<file path="src/sv/sit_pkg.sv">
// Segment intersection test: shared types and constants.
// No dependencies; used by every module of the core.
package sit_pkg;

  localparam int unsigned COORD_WIDTH_DEF = 16;
  localparam int unsigned OUT_TDATA_W     = 8;
  localparam int unsigned N_CROSS         = 4;

  typedef struct packed {
    logic s2;
    logic s3;
  } stage_en_t;

  typedef struct packed {
    logic neg;
    logic zero;
  } sign_t;

endpackage

</file>
<file path="src/sv/sit_cross.sv">
// Segment intersection test: one orientation test, products then sign.
// Depends on sit_pkg.
module sit_cross #(
  parameter int unsigned COORD_WIDTH = sit_pkg::COORD_WIDTH_DEF
) (
  input  logic                        clk,
  input  sit_pkg::stage_en_t          en,
  input  logic signed [COORD_WIDTH:0] ln_dx,
  input  logic signed [COORD_WIDTH:0] ln_dy,
  input  logic signed [COORD_WIDTH:0] pt_dx,
  input  logic signed [COORD_WIDTH:0] pt_dy,
  output sit_pkg::sign_t              sgn_r
);

  localparam int unsigned PW = 2*COORD_WIDTH + 2;
  localparam int unsigned VW = PW + 1;

  logic signed [PW-1:0] prod0_nxt, prod1_nxt, prod0_r, prod1_r;
  logic signed [VW-1:0] val;
  sit_pkg::sign_t       sgn_nxt;

  assign prod0_nxt = ln_dy * pt_dx;
  assign prod1_nxt = ln_dx * pt_dy;
  assign val       = VW'(prod0_r) - VW'(prod1_r);

  always_comb begin
    sgn_nxt.neg  = val[VW-1];
    sgn_nxt.zero = (val == '0);
  end

  always_ff @(posedge clk) begin
    if (en.s2) begin
      prod0_r <= prod0_nxt;
      prod1_r <= prod1_nxt;
    end
    if (en.s3) begin
      sgn_r <= sgn_nxt;
    end
  end

endmodule

</file>
<file path="config.mk">
export PLATFORM = sky130hd
export DESIGN_NAME = sit_cross
export DESIGN_NICKNAME = d
export VERILOG_FILES = /design/src/sv/sit_pkg.sv /design/src/sv/sit_cross.sv
export SDC_FILE = /design/constraint.sdc
export NUM_CORES = 2
export LEC_CHECK = 0
export BUFFER_PORTS_ARGS = -buffer_cell sky130_fd_sc_hd__buf_4
export CAP_MARGIN = 20
export CORE_MARGIN = 5
export CORE_UTILIZATION = 55
export CTS_BUF_LIST = sky130_fd_sc_hd__clkbuf_8
export DETAILED_ROUTE_END_ITERATION = 12
export PLACE_DENSITY_LB_ADDON = 0.08
export REMOVE_ABC_BUFFERS = 1
export SLEW_MARGIN = 30
export SYNTH_ARGS = -nofsm -noshare
export SYNTH_HDL_FRONTEND = slang
export SYNTH_SLANG_ARGS = --single-unit
export TNS_END_PERCENT = 5
</file>
<file path="constraint.sdc">
create_clock -name clk -period 9.75 [get_ports clk]
set_input_delay 1.95 -clock clk [delete_from_list [all_inputs] [get_ports clk]]
set_output_delay 1.95 -clock clk [all_outputs]
set_load 0.03 [all_outputs]
</file>
==> results.json <==
{
  "status": "complete, no violations",
  "cts_tree": "yes",
  "synth.area.top_cells": "fa_1 46%, ha_1 9.9%, inv_1 9.8%",
  "row_count": 79,
  "top_usage_layer": "met2",
  "yosysUniqueCellTypes": 70,
  "ys.flop_type": "edfxtp_1",
  "regToRegEndpoint": "sgn_r[0]",
  "cpLargestDelayFamily": "adder cells",
  "clk_path_buf_depth": 2,
  "r2r_cells": 11,
  "dr_total_vias": 18300,
  "dp_hpwl_microns": 48200,
  "start_util_pct": 55.6,
  "dieHeight_microns": 227,
  "cts_setup_buffers": 0,
  "synth-seq-cells": 70,
  "startpoint_type": "primary input",
  "routed_wl_microns": 57600,
  "syn_to_final_growth_pct": 4.25,
  "diodes": 0,
  "synth_most_common_cell": "inv_1",
  "io_buffers": 72,
  "critical_path.max_fanout": 17,
  "die-area_sq_um": 51500,
  "met1_usage_pct": 33.0,
  "worstSetupEndpointType": "register",
  "rr_startpoint": "prod1_r[0]",
  "fin_skew_ns": 0.00732,
  "drive_gt1_share_pct": 3.47,
  "cap_viol_max_count": 0,
  "fp.dieW_microns": 227,
  "cp.arrival_ns": 8.08,
  "cts_num_sinks": 70,
  "cpMostUsedCell": "fa_1",
  "core_sq_um": 46600,
  "crit_cells": 23,
  "yosys_warnings": 0,
  "cp_cell_sequence": "buf_4, and2_1, fa_1, inv_1, fa_1, fa_1, inv_1, fa_1, fa_1, inv_1, fa_1, inv_1, ha_1, a21o_1, a21boi_0, inv_1, o31ai_2, o21ai_1, o311ai_1, a211o_1, o21ai_1, a21oi_1, xnor2_1",
  "crit_type": "primary input to register",
  "antenna_found_initial": 0,
  "rsz0062_at_grt": "false",
  "reg2reg_slack_ns": 5.68,
  "syn_area_sq_um": 25900,
  "numCtsBuffers": 9,
  "syn_inst": 2769,
  "crit_required_ns": 9.88,
  "avgSynthCellArea_sq_um": 9.35,
  "postRouteAntennaNets": 0,
  "overflow": 0,
  "hold_end": "sgn_r[1]",
  "dr.pass1.iters": 5,
  "ys_async_sr_fraction_pct": 0,
  "cts_root_buf": "clkbuf_8",
  "min_path_cells": 4,
  "nets": 3628,
  "netlist_top_cells_count": "674 x inv_1, 593 x fa_1, 291 x and2_1, 288 x nand2_1, 204 x ha_1",
  "yosysSeqAreaShare_pct": 8.12,
  "slew_headroom_pct": 40.7,
  "crit_path_max_incr_delay_ns": 0.53,
  "grt_max_degree": 69,
  "hold_viol": 0,
  "cts_hold_buf": 0,
  "fmax_ghz": 0.126,
  "synth_top_area_share_pct": 45.9,
  "use_met2_pct": 39.9,
  "period_needed_ns": 7.95,
  "min_period_over_period_pct": 81.6,
  "place_congestion": 0.886,
  "min_path_type": "register to register",
  "finalMaxSlewViolations": 0,
  "clk_latency_ns": 0.37,
  "grt_use_total_pct": 23.7,
  "grt_pass1_vias": 19800,
  "synth_edf_count": 70,
  "wl_per_cell_microns": 17.1,
  "synth_top_cell_by_area": "fa_1",
  "grt_pass1_wl_microns": 98000,
  "vias_per_cell": 5.44,
  "crit_buf_inv": 6,
  "postCtsResizedCells": 0,
  "worstMarginPinSlew_ns": 0.890,
  "boundaryPins": 73,
  "drt_iter0_drc": 1064,
  "setup_tns_ns": 0,
  "slowest_stage": "fa_1",
  "grtUsageMet3_pct": 3.48,
  "setup_viol": 0,
  "htreeDepth": 3,
  "drc_errors": 0,
  "path_clk_slew_ns": 0.07,
  "min_from": "prod0_r[33]"
}
==> tightest hold or removal path, delay by kind of cell (launching register included) <==
kind / cells / cell delay, ns
flops: 1 / 0.34
compound gates: 2 / 0.29
fa+ha+maj: 1 / 0.14
buf+inv: 1 / 0.05
==> sequential cells by signal, indices dropped and copies added (netlist names) <==
signal / cells
prod0_r: 34
prod1_r: 34
sgn_r: 2
==> area by class of cell <==
cell class	instances	area (sq um)
clock inverter	7	33.8
timing repair buffer	72	541
tap	607	759
fill	4233	19600
clock buffer	9	124
inverter	674	2530
multi-input combinational	1933	20900
sequential	70	2100
==> how the worst max path moves through the flow <==
stage	from	to	slack (ns)
after CTS	ln_dx[8]	prod1_r[32]	1.82
after floorplan	ln_dx[8]	prod1_r[32]	2.31
after detailed placement	ln_dx[8]	prod1_r[32]	1.44
after global routing	ln_dx[8]	prod1_r[32]	1.43
after global placement	ln_dx[8]	prod1_r[32]	1.48
final	ln_dx[8]	prod1_r[32]	1.80
==> stage by stage <==
stage	hold WS (ns)	std cells	setup WS, ns	utilization (%)	cell area (sq um)
2_1_floorplan	0.796	2677	2.31	-	25500
4_1_cts	0.963	3372	1.82	58.0	27000
3_3_place_gp	0.913	3356	1.48	57.6	26800
5_1_grt	1.00	3372	1.43	58.0	27000
6_report	0.945	3372	1.80	58.0	27000
3_5_place_dp	0.943	3356	1.44	57.6	26800
==> cell families after synthesis <==
logic type / count (synthesis) / share of synthesized area, %
simple gates: 765 / 14.8
xor+xnor: 87 / 2.94
compound gates: 279 / 7.09
flops: 70 / 8.12
fa+ha+maj: 797 / 55.7
buf+inv: 766 / 11.2
mux: 5 / 0.198
==> placed cells by master, fill, tap and decap left out, types with 44 or more instances in the layout <==
cell type,synthesis,final
fa_1,593,593
and2_1,291,291
nor2_1,85,85
ha_1,204,204
nand2_1,288,288
inv_1,674,676
edfxtp_1,70,70
a21oi_1,67,67
xnor2_1,69,69
buf_4,0,72
o21ai_0,44,44
==> metal layers <==
metal  vias up  routed length (microns)
met2       451                    29000
met5         -                        0
li1       8324                        -
met4         0                     1400
met3       103                     2970
met1      9469                    24300
Power is not shown: default switching activity piles up to over one toggle a cycle in this logic, so the estimate is an artifact.
