## config.mk

```make
export PLATFORM = sky130hd
export DESIGN_NAME = sit_pre
export DESIGN_NICKNAME = d
export VERILOG_FILES = /design/src/sv/sit_pkg.sv /design/src/sv/sit_pre.sv
export SDC_FILE = /design/constraint.sdc
export NUM_CORES = 1
export LEC_CHECK = 0
export ABC_CLOCK_PERIOD_IN_PS = 8000
export BUFFER_PORTS_ARGS = -buffer_cell sky130_fd_sc_hd__buf_4
export CAP_MARGIN = 10
export CELL_PAD_IN_SITES_DETAIL_PLACEMENT = 1
export CELL_PAD_IN_SITES_GLOBAL_PLACEMENT = 1
export CORE_MARGIN = 3
export CORE_UTILIZATION = 35
export CTS_CLUSTER_DIAMETER = 40
export DETAILED_ROUTE_END_ITERATION = 7
export PLACE_DENSITY_LB_ADDON = 0.25
export SLEW_MARGIN = 40
export SYNTH_ARGS = -nofsm -noshare
export SYNTH_HDL_FRONTEND = slang
export SYNTH_SLANG_ARGS = --single-unit
```

## constraint.sdc

```tcl
create_clock -name clk -period 8 [get_ports clk]
set_clock_uncertainty 0.05 [all_clocks]
set_input_delay 1.2 -clock clk [delete_from_list [all_inputs] [get_ports clk]]
set_output_delay 1.2 -clock clk [all_outputs]
set_load 0.1 [all_outputs]
```

## src/sv/sit_pkg.sv

```systemverilog
// Segment intersection test: shared types and constants.
// No dependencies; used by every module of the core.
package sit_pkg;

  localparam int unsigned COORD_WIDTH_DEF = 16;
  localparam int unsigned OUT_TDATA_W     = 8;
  localparam int unsigned N_CROSS         = 4;

  typedef struct packed {
    logic s2;
    logic s3;
  } stage_en_t;

  typedef struct packed {
    logic neg;
    logic zero;
  } sign_t;

endpackage

```

## src/sv/sit_pre.sv

```systemverilog
// Segment intersection test, first stage: endpoint differences and range overlap.
// Depends on sit_pkg.
module sit_pre #(
  parameter int unsigned COORD_WIDTH = sit_pkg::COORD_WIDTH_DEF
) (
  input  logic                         clk,
  input  logic                         en,
  input  logic [8*COORD_WIDTH-1:0]     coords,
  output logic signed [COORD_WIDTH:0]  ln_dx_r [sit_pkg::N_CROSS],
  output logic signed [COORD_WIDTH:0]  ln_dy_r [sit_pkg::N_CROSS],
  output logic signed [COORD_WIDTH:0]  pt_dx_r [sit_pkg::N_CROSS],
  output logic signed [COORD_WIDTH:0]  pt_dy_r [sit_pkg::N_CROSS],
  output logic                         rng_r
);

  localparam int unsigned W = COORD_WIDTH;

  // order: a_start_x, a_start_y, a_end_x, a_end_y, b_start_x, b_start_y, b_end_x, b_end_y
  logic signed [W-1:0] c [8];
  logic signed [W:0]   e [8];
  logic signed [W:0]   ln_dx_nxt [sit_pkg::N_CROSS];
  logic signed [W:0]   ln_dy_nxt [sit_pkg::N_CROSS];
  logic signed [W:0]   pt_dx_nxt [sit_pkg::N_CROSS];
  logic signed [W:0]   pt_dy_nxt [sit_pkg::N_CROSS];
  logic                meet_x, meet_y, rng_nxt;

  always_comb begin
    for (int i = 0; i < 8; i++) begin
      c[i] = $signed(coords[i*W +: W]);
      e[i] = (W+1)'(c[i]);
    end
  end

  // value = ln_dy * pt_dx - ln_dx * pt_dy, points taken relative to the line start
  always_comb begin
    ln_dx_nxt[0] = e[2] - e[0];  ln_dy_nxt[0] = e[3] - e[1];
    pt_dx_nxt[0] = e[4] - e[0];  pt_dy_nxt[0] = e[5] - e[1];
    ln_dx_nxt[1] = e[2] - e[0];  ln_dy_nxt[1] = e[3] - e[1];
    pt_dx_nxt[1] = e[6] - e[0];  pt_dy_nxt[1] = e[7] - e[1];
    ln_dx_nxt[2] = e[6] - e[4];  ln_dy_nxt[2] = e[7] - e[5];
    pt_dx_nxt[2] = e[0] - e[4];  pt_dy_nxt[2] = e[1] - e[5];
    ln_dx_nxt[3] = e[6] - e[4];  ln_dy_nxt[3] = e[7] - e[5];
    pt_dx_nxt[3] = e[2] - e[4];  pt_dy_nxt[3] = e[3] - e[5];
  end

  assign meet_x = (c[0] >= c[4] || c[0] >= c[6] || c[2] >= c[4] || c[2] >= c[6]) &&
                  (c[4] >= c[0] || c[4] >= c[2] || c[6] >= c[0] || c[6] >= c[2]);
  assign meet_y = (c[1] >= c[5] || c[1] >= c[7] || c[3] >= c[5] || c[3] >= c[7]) &&
                  (c[5] >= c[1] || c[5] >= c[3] || c[7] >= c[1] || c[7] >= c[3]);
  assign rng_nxt = meet_x && meet_y;

  always_ff @(posedge clk) begin
    if (en) begin
      for (int k = 0; k < sit_pkg::N_CROSS; k++) begin
        ln_dx_r[k] <= ln_dx_nxt[k];
        ln_dy_r[k] <= ln_dy_nxt[k];
        pt_dx_r[k] <= pt_dx_nxt[k];
        pt_dy_r[k] <= pt_dy_nxt[k];
      end
      rng_r <= rng_nxt;
    end
  end

endmodule

```

==> reports/qor.yml <==
max-clock-path-buffers: 3
p_sw_mw: 2.98
clk_pin_slew_worst_paths_ns: 0.05
ys.flop_type: "edfxtp_1"
viasPerCell: 5.30
whs_ns: 1.02
gp_congestion: 0.940
place_ws_ns: 3.23
syn_inst: 1669
die_h_um: 223
ys_seq_area_share_pct: 37.0
holdCritStartpoint: "coords[64]"
ir_worst_vdd_uv: 246
cts.hold.buffers_added: 0
clkPwrFrac_pct: 29.2
place_area_mm2: 0.0196
grt_pass1_vias: 15297
async_flop_share_pct: 0
crit_arrival_ns: 4.48
worstHoldPathCells: 3
finalHoldViolations: 0
post_cts_buffers: 0
grtUsageTotal_pct: 23.2
slew-limit-headroom_pct: 46.3
cpMostUsedCell: "a211oi_1"
fillCellCount: 5153
p_leak_nw: 9.76
startpoint_type: "primary input"
endpoint_kind: "flip-flop"
grt_max_degree: 80
dp_cells: 2574
synthToLayoutAreaGrowth_pct: 28.0
total_power_mw: 6.19
powerDensity_mw_per_mm2: 293
period_needed_ns: 4.24
grt_setup_unrepaired: "false"
final_cell_area_mm2: 0.0211
detail-route-antenna-nets: 0
dp_hpwl_um: 49400
antenna_found_initial: 2
wl_per_cell_um: 22.4
core_mm2: 0.0460
cp-startpoint: "coords[28]"
switching_share_pct: 48.2
rows: 78
yosysUniqueCellTypes: 70
cts.sinks: 203
ys_ff_latch: 203
clock.fmax_mhz: 236
first_iter_violations: 556
comb_power_share_pct: 46.8
instances_no_fill: 2655
cts_tree: "built"
cpLargestDelayFamily: "compound AO/OA/AOI/OAI gates"
final_util_pct: 45.9
cpPeakStageDelay_ns: 0.53
worst_slack_ns: 3.76
pin_count: 403
synth_edf_count: 203
worst_pin_slew_ns: 0.796
dr.pass1.iters: 7
p_int_mw: 3.21
cap_violations: 0
grt_pass1_wl_um: 88800
routed_wirelength_um: 59400
p_seq_share_pct: 24.0
drive_above_1_share_pct: 24.3
yosys_warnings: 0
period_share_pct: 53.0
cts_made_buffers: 44
hp-class: "primary input to flip-flop"
dieArea_mm2: 0.0498
syn_area_mm2: 0.0165
die_w_um: 223
grt_overflow: 0
dr_total_vias: 14079
finalSetupTns_ns: 0
layout_common_cells: "buf_4 (402), ha_1 (232), edfxtp_1 (203)"
cts_repair_resize_count: 0
final_nets: 2394
avgSynthCellArea_um2: 9.88
ctsRootBufferMaster: "clkbuf_16"
status: "completed"
final_common_cell: "buf_4"
start_util_pct: 35.9
setup_viol: 0
holdPathEnd: "ln_dx_r[0]$_DFFE_PP_"
drc: 0
crit_type: "primary input to flip-flop"
cts_max_level: 2
cp.required_ns: 8.25
crit_path_max_fanout: 7
slowest_stage: "a211oi_1"
path_buf_inv: 2
finalMaxSlewViolations: 0
path_cells: "buf_4 > inv_1 > ha_1 > a21o_1 > a21oi_1 > or3b_2 > a211oi_1 > o311ai_0 > a211oi_1 > mux2i_1 > nor3_1 > a211oi_2"
io_buffers: 402
synth_fp_nets: 2043
==> routing by layer <==
metal  share of wire (%)  GRT usage (%)  up-vias
met3                 5.3           3.86      123
met2                  52           43.1      462
met4                 4.2           9.76        0
met1                  39           26.2     6845
met5                   0              0        -
li1                    -              -     6649
==> registers in the layout (all words and copies together), names as in the netlist <==
name	flops
ln_dx_r	34
ln_dy_r	34
pt_dx_r	67
pt_dy_r	67
rng_r	1
==> power by group through the flow <==
stage / clock network, mW / registers (mW) / logic [mW]
2_1_floorplan: 0 / 2.66 / 1.10
3_3_place_gp: 0 / 1.50 / 2.87
3_5_place_dp: 0 / 1.50 / 2.90
4_1_cts: 1.85 / 1.49 / 2.91
5_1_grt: 1.90 / 1.50 / 3.02
6_report: 1.81 / 1.48 / 2.90
==> worst min-delay path: cells and delay by family <==
family                     cells  cell delay (ns)
adders and majority gates      1             0.13
buffers and inverters          2             0.14
==> worst max path at each step <==
stage | cells past startpoint | end | slack (ns)
3_3_place_gp | 12 | rng_r$_DFFE_PP_ | 3.16
4_1_cts | 12 | rng_r$_DFFE_PP_ | 3.81
3_5_place_dp | 12 | rng_r$_DFFE_PP_ | 3.23
5_1_grt | 12 | rng_r$_DFFE_PP_ | 3.62
2_1_floorplan | 11 | rng_r$_DFFE_PP_ | 4.34
6_report | 12 | rng_r$_DFFE_PP_ | 3.76
==> cell families (layout without fill, tap and decap cells) <==
logic type / count (synthesis) / count (layout) / synth area share [%]
adder cells (fa/ha/maj): 244 / 244 / 19.1
AO/OA/AOI/OAI: 418 / 418 / 16.3
flip-flops: 203 / 203 / 37.0
other: 0 / 2 / 0
AND/OR/NAND/NOR: 370 / 370 / 11.3
buffers and inverters: 278 / 662 / 7.97
multiplexers: 9 / 9 / 0.546
XOR/XNOR: 147 / 147 / 7.81
==> Yosys cell counts (all sizes together) (17+ instances only) <==
master | n | area [um2]
nand2 | 79 | 297
edfxtp | 203 | 6100
a21oi | 133 | 669
xor2 | 30 | 263
o21ai | 75 | 375
nand2b | 21 | 131
o21bai | 22 | 165
nor2b | 33 | 206
xnor2 | 117 | 1020
clkbuf | 21 | 78.8
nand3 | 34 | 170
nor3 | 25 | 125
inv | 178 | 668
ha | 232 | 2900
nand4 | 25 | 156
nor2 | 90 | 338
a21o | 66 | 495
buf | 78 | 563
o21a | 17 | 128
==> cell type report <==
class | instances | area [um2] | share of cell area [%]
multi-input cells | 1188 | 9080 | 43.0
flip-flops and latches | 203 | 6100 | 28.9
repair buffers | 404 | 3040 | 14.4
clock buffers | 51 | 1170 | 5.54
well taps | 600 | 751 | 3.56
inverters | 179 | 672 | 3.18
clock inverters | 28 | 292 | 1.38
diodes | 2 | 5.00 | 0.0237
(Power assumes the default switching activity.)
